## src/hw/rtl/sdre_pkg.sv

```systemverilog
// Shared widths, coefficients and fixed-point helpers for the seawater density pipeline.
`default_nettype none

package sdre_pkg;

  // Field widths at the ports.
  localparam int T_W   = 23;
  localparam int S_W   = 22;
  localparam int OUT_W = 27;

  // Internal working formats.
  localparam int POLY_W = 44;
  localparam int PROD_W = T_W + POLY_W;
  localparam int F48_W  = 33;
  localparam int ROOT_W = 27;
  localparam int SQ_X_W = 2 * ROOT_W;
  localparam int SQ_REM_W = ROOT_W + 3;

  // Square root: one result bit per step.
  localparam int SQ_STEPS  = ROOT_W;
  localparam int SQ_PER    = 7;
  localparam int SQ_STAGES = (SQ_STEPS + SQ_PER - 1) / SQ_PER;

  // Polynomial stages between the conditioned inputs and num/den.
  localparam int POLY_STAGES = 5;

  // Division: the Q32 / Q40 ratio needs 2^8 more, plus one guard bit for rounding.
  localparam int DIV_SCALE  = 9;
  localparam int Q_BITS     = OUT_W + 1;
  localparam int DIV_PER    = 4;
  localparam int DIV_STAGES = (Q_BITS + DIV_PER - 1) / DIV_PER;

  // Numerator coefficients.
  localparam logic signed [POLY_W-1:0] NUM_C0 = 44'sd4294283771061;
  localparam logic signed [POLY_W-1:0] NUM_C1 = 44'sd504893168411;
  localparam logic signed [POLY_W-1:0] NUM_C2 = -44'sd936101889352;
  localparam logic signed [POLY_W-1:0] NUM_C3 = 44'sd6419817780;
  localparam logic signed [POLY_W-1:0] NUM_S0 = 44'sd177849929840;
  localparam logic signed [POLY_W-1:0] NUM_S1 = 44'sd118163692707;
  localparam logic signed [POLY_W-1:0] NUM_S2 = 44'sd33782630321;
  // Denominator coefficients.
  localparam logic signed [POLY_W-1:0] DEN_C0 = 44'sd1099511627776;
  localparam logic signed [POLY_W-1:0] DEN_C1 = 44'sd128097872318;
  localparam logic signed [POLY_W-1:0] DEN_C2 = -44'sd201703912046;
  localparam logic signed [POLY_W-1:0] DEN_C3 = 44'sd390275492717;
  localparam logic signed [POLY_W-1:0] DEN_C4 = 44'sd157387648;
  localparam logic signed [POLY_W-1:0] DEN_S0 = 44'sd496300244353;
  localparam logic signed [POLY_W-1:0] DEN_S1 = 44'sd634586610422;
  localparam logic signed [POLY_W-1:0] DEN_S2 = 44'sd217126126;
  localparam logic signed [POLY_W-1:0] DEN_R0 = 44'sd414070149661;
  localparam logic signed [POLY_W-1:0] DEN_R1 = 44'sd1696671046;

  // Result flags that ride along the divider.
  typedef struct packed {
    logic zero;
    logic sat;
  } sdre_flag_t;

  // Temperature-sized operand times a polynomial-sized operand.
  function automatic logic signed [PROD_W-1:0] mul_t(input logic signed [T_W-1:0] a,
                                                    input logic signed [POLY_W-1:0] b);
    return PROD_W'(a) * PROD_W'(b);
  endfunction

  // Round half up of p / 2^k.
  function automatic logic signed [POLY_W-1:0] rnd(input logic signed [PROD_W-1:0] p,
                                                  input int unsigned k);
    logic signed [PROD_W-1:0] v;
    v = p + (PROD_W'(1) << (k - 1));
    return POLY_W'(v >>> k);
  endfunction

endpackage

`default_nettype wire

```

## src/hw/rtl/sdre_sqrt.sv

```systemverilog
// Pipelined digit-by-digit integer square root of salinity scaled by 2^32.
`default_nettype none

module sdre_sqrt (
  input  wire logic                           clk,
  input  wire logic                           en,
  input  wire logic [sdre_pkg::S_W-1:0]       s_in,
  output logic      [sdre_pkg::ROOT_W-1:0]    root_out
);

  logic [sdre_pkg::SQ_REM_W-1:0] rem_r  [sdre_pkg::SQ_STAGES];
  logic [sdre_pkg::ROOT_W-1:0]   root_r [sdre_pkg::SQ_STAGES];
  logic [sdre_pkg::S_W-1:0]      s_r    [sdre_pkg::SQ_STAGES];

  for (genvar st = 0; st < sdre_pkg::SQ_STAGES; st++) begin : g_st
    logic [sdre_pkg::SQ_REM_W-1:0] rem_in, rem_nxt;
    logic [sdre_pkg::ROOT_W-1:0]   root_in, root_nxt;
    logic [sdre_pkg::S_W-1:0]      s_cur;

    if (st == 0) begin : g_first
      assign rem_in  = '0;
      assign root_in = '0;
      assign s_cur   = s_in;
    end else begin : g_next
      assign rem_in  = rem_r[st-1];
      assign root_in = root_r[st-1];
      assign s_cur   = s_r[st-1];
    end

    always_comb begin
      logic [sdre_pkg::SQ_X_W-1:0]   x;
      logic [sdre_pkg::SQ_REM_W-1:0] rem2;
      logic [sdre_pkg::SQ_REM_W-1:0] trial;
      int j;
      x        = {s_cur, (sdre_pkg::SQ_X_W - sdre_pkg::S_W)'(0)};
      rem_nxt  = rem_in;
      root_nxt = root_in;
      for (int k = 0; k < sdre_pkg::SQ_PER; k++) begin
        j = st * sdre_pkg::SQ_PER + k;
        if (j < sdre_pkg::SQ_STEPS) begin
          rem2  = {rem_nxt[sdre_pkg::SQ_REM_W-3:0], x[sdre_pkg::SQ_X_W-1-2*j -: 2]};
          trial = {1'b0, root_nxt, 2'b01};
          if (rem2 >= trial) begin
            rem_nxt  = rem2 - trial;
            root_nxt = {root_nxt[sdre_pkg::ROOT_W-2:0], 1'b1};
          end else begin
            rem_nxt  = rem2;
            root_nxt = {root_nxt[sdre_pkg::ROOT_W-2:0], 1'b0};
          end
        end
      end
    end

    always_ff @(posedge clk) begin
      if (en) begin
        rem_r[st]  <= rem_nxt;
        root_r[st] <= root_nxt;
        s_r[st]    <= s_cur;
      end
    end
  end

  assign root_out = root_r[sdre_pkg::SQ_STAGES-1];

endmodule

`default_nettype wire

```

## config.mk

```make
export PLATFORM = sky130hd
export DESIGN_NAME = sdre_sqrt
export DESIGN_NICKNAME = d
export VERILOG_FILES = /design/src/hw/rtl/sdre_pkg.sv /design/src/hw/rtl/sdre_sqrt.sv
export SDC_FILE = /design/constraint.sdc
export NUM_CORES = 1
export LEC_CHECK = 0
export BUFFER_PORTS_ARGS = -buffer_cell sky130_fd_sc_hd__buf_4
export CORE_ASPECT_RATIO = 0.6
export CORE_MARGIN = 3
export CORE_UTILIZATION = 29
export DETAILED_ROUTE_END_ITERATION = 16
export SLEW_MARGIN = 20
export SYNTH_ARGS = -nofsm -noshare
export SYNTH_HDL_FRONTEND = slang
export SYNTH_SLANG_ARGS = --single-unit
```

## constraint.sdc

```tcl
create_clock -name clk -period 68.6 [get_ports clk]
set_input_delay 3.43 -clock clk [delete_from_list [all_inputs] [get_ports clk]]
set_output_delay 3.43 -clock clk [all_outputs]
set_load 0.03 [all_outputs]
```

==> summary.md, run 1 <==
| Metric | Value |
|---|---|
| Resized cells post-CTS | `0` |
| DR vias/cell | `roughly 5.7` |
| DRT iter0 DRCs | `3858` |
| Gr ovfl total | `0` |
| Max-slew headroom | `0.194` |
| Synth-to-layout area growth | `8.22%` |
| Post-synthesis mux area share | `0.0248` |
| Yosys warns | `0` |
| Port bufs | `50` |
| Crit path max fanout | `40` |
| CP Capture Type | `flip-flop` |
| Largest family of logic cells by synthesized area | `compound AO/OA/AOI/OAI gates` |
| Post-synth cell types | `118` |
| FMAX | `approximately 32 MHz` |
| Crit path buffers/inverters | `21` |
| Post-CTS Setup Inserts | `0` |
| Max-cap viol count | `0` |
| H-tree levels | `4` |
| Ratio of cells with drive above 1 in the final layout | `0.0650` |
| CTS buffer count | `17` |
| XOR/XNOR share of the synthesized area | `0.110` |
| Worst Tran Pin Value | `roughly 1.2 ns` |
| Largest net degree at the start of global routing | `65` |
| First-pass GRT wire length | `170000 um` |
| R2R depth | `roughly 130` |
| Tot GR Track Use | `0.193` |
| Fin. max-slew vios | `0` |
| DP HPWL | `around 92000 um` |
| Critical Path Most Common Cell | `a21oi_1` |
| Critical-path top delay cell | `clkinv_1` |
| # IOs | `slightly above 50` |
| Vias | `32100` |
| Outcome | `finished, final reports clean` |
| Final Critical Period | `approximately 31 ns` |
| CP Launch Type | `flip-flop` |
| Starting Density | `0.295` |
| Total negative slack | `0 ns` |
| EDFF count, synth | `about 160` |
| RSZ-0062 raised after global routing | `no` |
| Die Height | `260 um` |
| Crit path arrival time | `about 31 ns` |
| Hold Crit Class | `reg2reg` |
| Final clock skew | `0.0192 ns` |
| Area contributors post-synth | `edfxtp_1, ha_1, xnor2_1` |
| Synth Area in Compound Gates | `0.280` |
| Worst Hold Depth | `0` |
| Crit path depth | `126` |
| Yosys reg bits | `159` |
| Clock latency on the worst-skew pair | `about 0.5 ns` |
| Number of cells produced by synthesis | `roughly 4200` |
| DRC | `0` |
| Synthesized-area fraction occupied by adder cells | `0.152` |
| Final number of hold-violating endpoints | `0` |
| Crit share post-route | `0.452` |
| Required @ worst endpoint | `slightly below 70 ns` |
| Mapped Area | `approximately 0.031 mm2` |
| Synth Area in Simple Gates | `0.235` |
| Clk buf depth | `2` |
| Layout Nets | `4574` |
| Clock-pin slew on the worst setup and hold paths | `~0.080 ns` |
| CTS tree | `done` |
| Sequential share of the synthesized area | `0.153` |
| Wire per inst | `between 15 and 20 um` |
| N_diodes | `0` |
| Max stage delay on crit path | `0.84 ns` |
| Clock sinks | `roughly 160` |
| Die width | `~430 um` |
| Fill cells | `approximately 11000` |
| Delay-heaviest family, CP | `compound AO/OA/AOI/OAI gates` |
| Kind of critical path | `reg2reg` |
| Top FF cell, synth | `edfxtp_1` |
| Num rows | `about 90` |
| RD Place Congestion | `between 0.9 and 1` |
| Synth async-reset ratio | `0` |
| Mean Syn Cell Area | `~7.5 um2` |
| Clock root buffer | `clkbuf_16` |
| Synth top area share | `0.153` |
| Post-Route WL | `112000 um` |
| Synth top cells by count | `a21oi_1, nor2_1, nand2_1` |
| Setup violators final | `0` |
| First-pass iteration count of the detailed router | `6` |
| DRT antenna net count | `0` |
| Initial antenna violation count | `1` |
| Dominant cell type by area after synthesis | `edfxtp_1` |
| Most frequent cell after synthesis | `a21oi_1` |
| Core Region | `around 0.11 mm2` |
| # hold bufs at CTS | `0` |
| Die area | `around 0.11 mm2` |
| Vias in the first global route | `roughly 28000` |
[worst register-to-register path: cells and delay by family, from the launching register on]
| kind | cells | cell delay [ns] |
|---|---|---|
| buffers and inverters | 21 | 4.98 |
| DFF | 1 | 0.45 |
| muxes | 1 | 0.42 |
| and+or+nand+nor | 14 | 3.03 |
| AOI/OAI and AO/OA | 77 | 18.19 |
| adders and majority gates | 13 | 3.70 |
[placed cells by master (no fill, tap or decap), types with 52 or more instances in the layout]
cell      Yosys  layout
a21oi_1     419     419
nor2_1      402     400
nand2_1     382     382
ha_1        371     371
xnor2_1     269     269
o21ai_0     265     265
inv_1       259     259
edfxtp_1    159     159
xor2_1      120     120
nand3_1     106     106
a21o_1      103     103
nor3_1      102     102
o21bai_1     98      98
buf_4         3      80
o21a_1       57      57
a31oi_1      53      53
nand4_1      52      52
[flip-flops by register name (all words and copies together), names as in the netlist]
signal and cells:
rem_r 84, root_r 67, s_r 8
[kinds of logic after synthesis]
logic type	after synthesis
compound gates	1348
other cells	1
xor+xnor	390
simple gates	1458
flops	159
fa+ha+maj	377
buf+inv	365
mux	71
[per-layer routing]
layer  global-route usage  vias up  wire length, um
li1                     -    15500                -
met1                0.320    14900            58500
met2                0.219     1565            36100
met3               0.0767       61            16000
met4               0.0298        0             1120
met5                    0        -                0
[final timing paths]
check | slack, ns | end | from
hold reg to reg | 0.45 | root_r[2][18] | root_r[1][11]
setup / recovery | 37.60 | rem_r[2][8] | rem_r[1][1]
hold / removal | 0.45 | root_r[2][18] | root_r[1][11]
setup reg to reg | 37.60 | rem_r[2][8] | rem_r[1][1]
[through the flow]
step	utilization	instance area, um2	std cells	hold slack (ns)	worst slack, ns
after global routing	0.319	33900	5596	0.449	35.12
after floorplan	-	31300	4172	0.426	42.90
after global placement	0.314	33300	5564	0.430	39.19
after CTS	0.319	33900	5596	0.448	38.46
final	0.319	33900	5596	0.450	37.60
after detailed placement	0.314	33300	5564	0.434	38.62
[area by class of cell]
cell class / instances / area [um2] / share of cell area
Multi-Input combinational cell: 3648 / 25100 / 0.742
Sequential cell: 159 / 4770 / 0.141
Tap cell: 1410 / 1760 / 0.0521
Inverter: 266 / 998 / 0.0295
Timing Repair Buffer: 81 / 612 / 0.0181
Clock buffer: 17 / 425 / 0.0126
Clock inverter: 15 / 166 / 0.00491
Power of run 1 is not shown: default switching activity piles up to over one toggle a cycle in this logic, so the estimate is an artifact.
==> run 2, diff against run 1 <==
ABC_AREA = 1   (was not set)
clock period = 30.9 ns   (was 68.6 ns; I/O delays follow)
==> run 2 against run 1 <==
Against the previous run: first-iteration DRC count increased by 9.8%; synthesized area increased by 14%; flip-flop and latch count unchanged; clock skew decreased by 0.0068 ns; critical path type unchanged.
==> summary.md, run 2 <==
| Metric | Value |
|---|---|
| Yosys reg bits | `159` |
| Ratio of cells with drive above 1 in the final layout | `0.0699` |
| Dominant cell type by area after synthesis | `nand2_1` |
| Most frequent cells in the layout | `nand2_1, inv_1, nor2_1` |
| Mapped Area | `about 0.036 mm2` |
| # IOs | `51` |
| Yosys warns | `0` |
| H-tree levels | `4` |
| CP Launch Type | `flip-flop` |
| Wire per inst | `16.5 um` |
| Final Critical Period | `around 24 ns` |
| Hold Crit Class | `reg2reg` |
| Crit path arrival time | `approximately 24 ns` |
| Final clock skew | `approximately 0.012 ns` |
| Number of flip-flops under the largest register name | `84` |
| First-pass iteration count of the detailed router | `6` |
| Area contributors post-synth | `nand2_1, edfxtp_1, ha_1` |
| Num rows | `a little under 100` |
| Max-cap viol count | `0` |
| Post-CTS Setup Inserts | `0` |
| DP HPWL | `between 100000 and 150000 um` |
| Clk buf depth | `2` |
| Vias in the first global route | `33000` |
| Required @ worst endpoint | `31.14 ns` |
| Clock-pin slew on the worst setup and hold paths | `roughly 0.08 ns` |
| Most frequent cell after synthesis | `nand2_1` |
| Critical-path top delay cell | `nor2_4` |
| Die Height | `about 280 um` |
| Largest net degree at the start of global routing | `76` |
| Resized cells post-CTS | `0` |
| FMAX | `approximately 42 MHz` |
| Outcome | `finished, final reports clean` |
| Max stage delay on crit path | `0.63 ns` |
| First-pass GRT wire length | `around 190000 um` |
| CP Capture Type | `flip-flop` |
| HP Start | `root_r[1][13]` |
| Number of cells produced by synthesis | `5891` |
| Synth top cells by count | `nand2_1, inv_1, nor2_1` |
| Synth Area in Simple Gates | `0.393` |
| EDFF count, synth | `159` |
| Synth async-reset ratio | `0` |
| CTS buffer count | `17` |
| Mean Syn Cell Area | `a little over 6 um2` |
| Post-synth cell types | `70` |
| Top reg by flops | `rem_r` |
| Synth top area share | `0.175` |
| Largest regs | `rem_r x84, root_r x67, s_r x8` |
| Worst Setup SP | `rem_r[1][1]` |
| RSZ-0062 raised after global routing | `no` |
| Synthesized-area fraction occupied by adder cells | `0.134` |
| Critical R2R Launch | `rem_r[1][1]` |
| Largest family of logic cells by synthesized area | `simple AND/OR/NAND/NOR gates` |
| Core Region | `about 0.12 mm2` |
| Fin. max-slew vios | `0` |
| DRC | `0` |
| Clock sinks | `approximately 160` |
| Top FF cell, synth | `edfxtp_1` |
| Synth-to-layout area growth | `6.64%` |
| Die width | `approximately 460 um` |
| Post-Route WL | `about 120000 um` |
| Tot GR Track Use | `0.186` |
| Vias | `38600` |
| XOR/XNOR share of the synthesized area | `0.0768` |
| Clock latency on the worst-skew pair | `between 0.4 and 0.5 ns` |
| Sequential share of the synthesized area | `0.134` |
| Crit share post-route | `0.776` |
| Post-synthesis mux area share | `0.000281` |
| Crit path buffers/inverters | `23` |
| Max-slew headroom | `0.331` |
| Synth Area in Compound Gates | `0.153` |
| Critical Path Most Common Cell | `a21oi_1` |
| Layout Nets | `about 6300` |
| DR vias/cell | `5.14` |
| Die area | `roughly 0.13 mm2` |
| N_diodes | `0` |
| DRT antenna net count | `0` |
| # hold bufs at CTS | `0` |
| Port bufs | `50` |
| Delay-heaviest family, CP | `compound AO/OA/AOI/OAI gates` |
| Setup violators final | `0` |
| Kind of critical path | `reg2reg` |
| RD Place Congestion | `about 0.96` |
| Final number of hold-violating endpoints | `0` |
| Crit path max fanout | `36` |
| Worst Tran Pin Value | `~1 ns` |
| Most common cell after layout, fill and taps aside | `nand2_1` |
| Initial antenna violation count | `0` |
| DRT iter0 DRCs | `around 4200` |
| Gr ovfl total | `0` |
| CTS tree | `done` |
| Starting Density | `0.295` |
| Clock root buffer | `clkbuf_16` |
| Total negative slack | `0 ns` |
-- run 2: final cells by class --
cell class                      instances  area (um2)
Clock buffer                           17         425
Clock inverter                         15         165
Fill cell                           13300       82500
Inverter                              842        3170
Multi-Input combinational cell       4803       26900
Sequential cell                       159        4770
Tap cell                             1600        2000
Timing Repair Buffer                   62         469
-- run 2: path summary, 6_finish.rpt --
check             endpoint  slack, ns  depth (start not counted)
max reg2reg    rem_r[2][3]       6.93                        125
min          root_r[2][20]       0.45                          0
min reg2reg  root_r[2][20]       0.45                          0
max            rem_r[2][3]       6.93                        125
-- run 2: cell families (layout without fill, tap and decap cells) --
kind of cell               count (synthesis)  after routing
AOI/OAI and AO/OA                        978            978
xor gates and xnor gates                 311            311
DFF                                      159            159
adders and majority gates                377            377
other                                      1              4
and+or+nand+nor                         3132           3132
buffers and inverters                    932            936
muxes                                      1              1
-- run 2: metal layers --
layer	wire length, um	up-vias	track usage
li1	-	19400	-
met1	66900	17600	0.316
met2	44300	1433	0.237
met3	11400	64	0.0299
met4	1240	0	0.0270
met5	0	-	0
-- run 2: metrics by stage --
step / utilization / instances / hold slack, ns / setup slack, ns / cell area [um2]
floorplan: - / 5894 / 0.426 / 12.06 / 35600
global placement: 0.310 / 7466 / 0.428 / 7.99 / 37400
detailed placement: 0.310 / 7466 / 0.433 / 7.37 / 37400
CTS: 0.315 / 7498 / 0.452 / 7.26 / 37900
global route: 0.315 / 7498 / 0.467 / 4.53 / 37900
finish: 0.315 / 7498 / 0.453 / 6.93 / 37900
Power of run 2 is left out for the same reason.
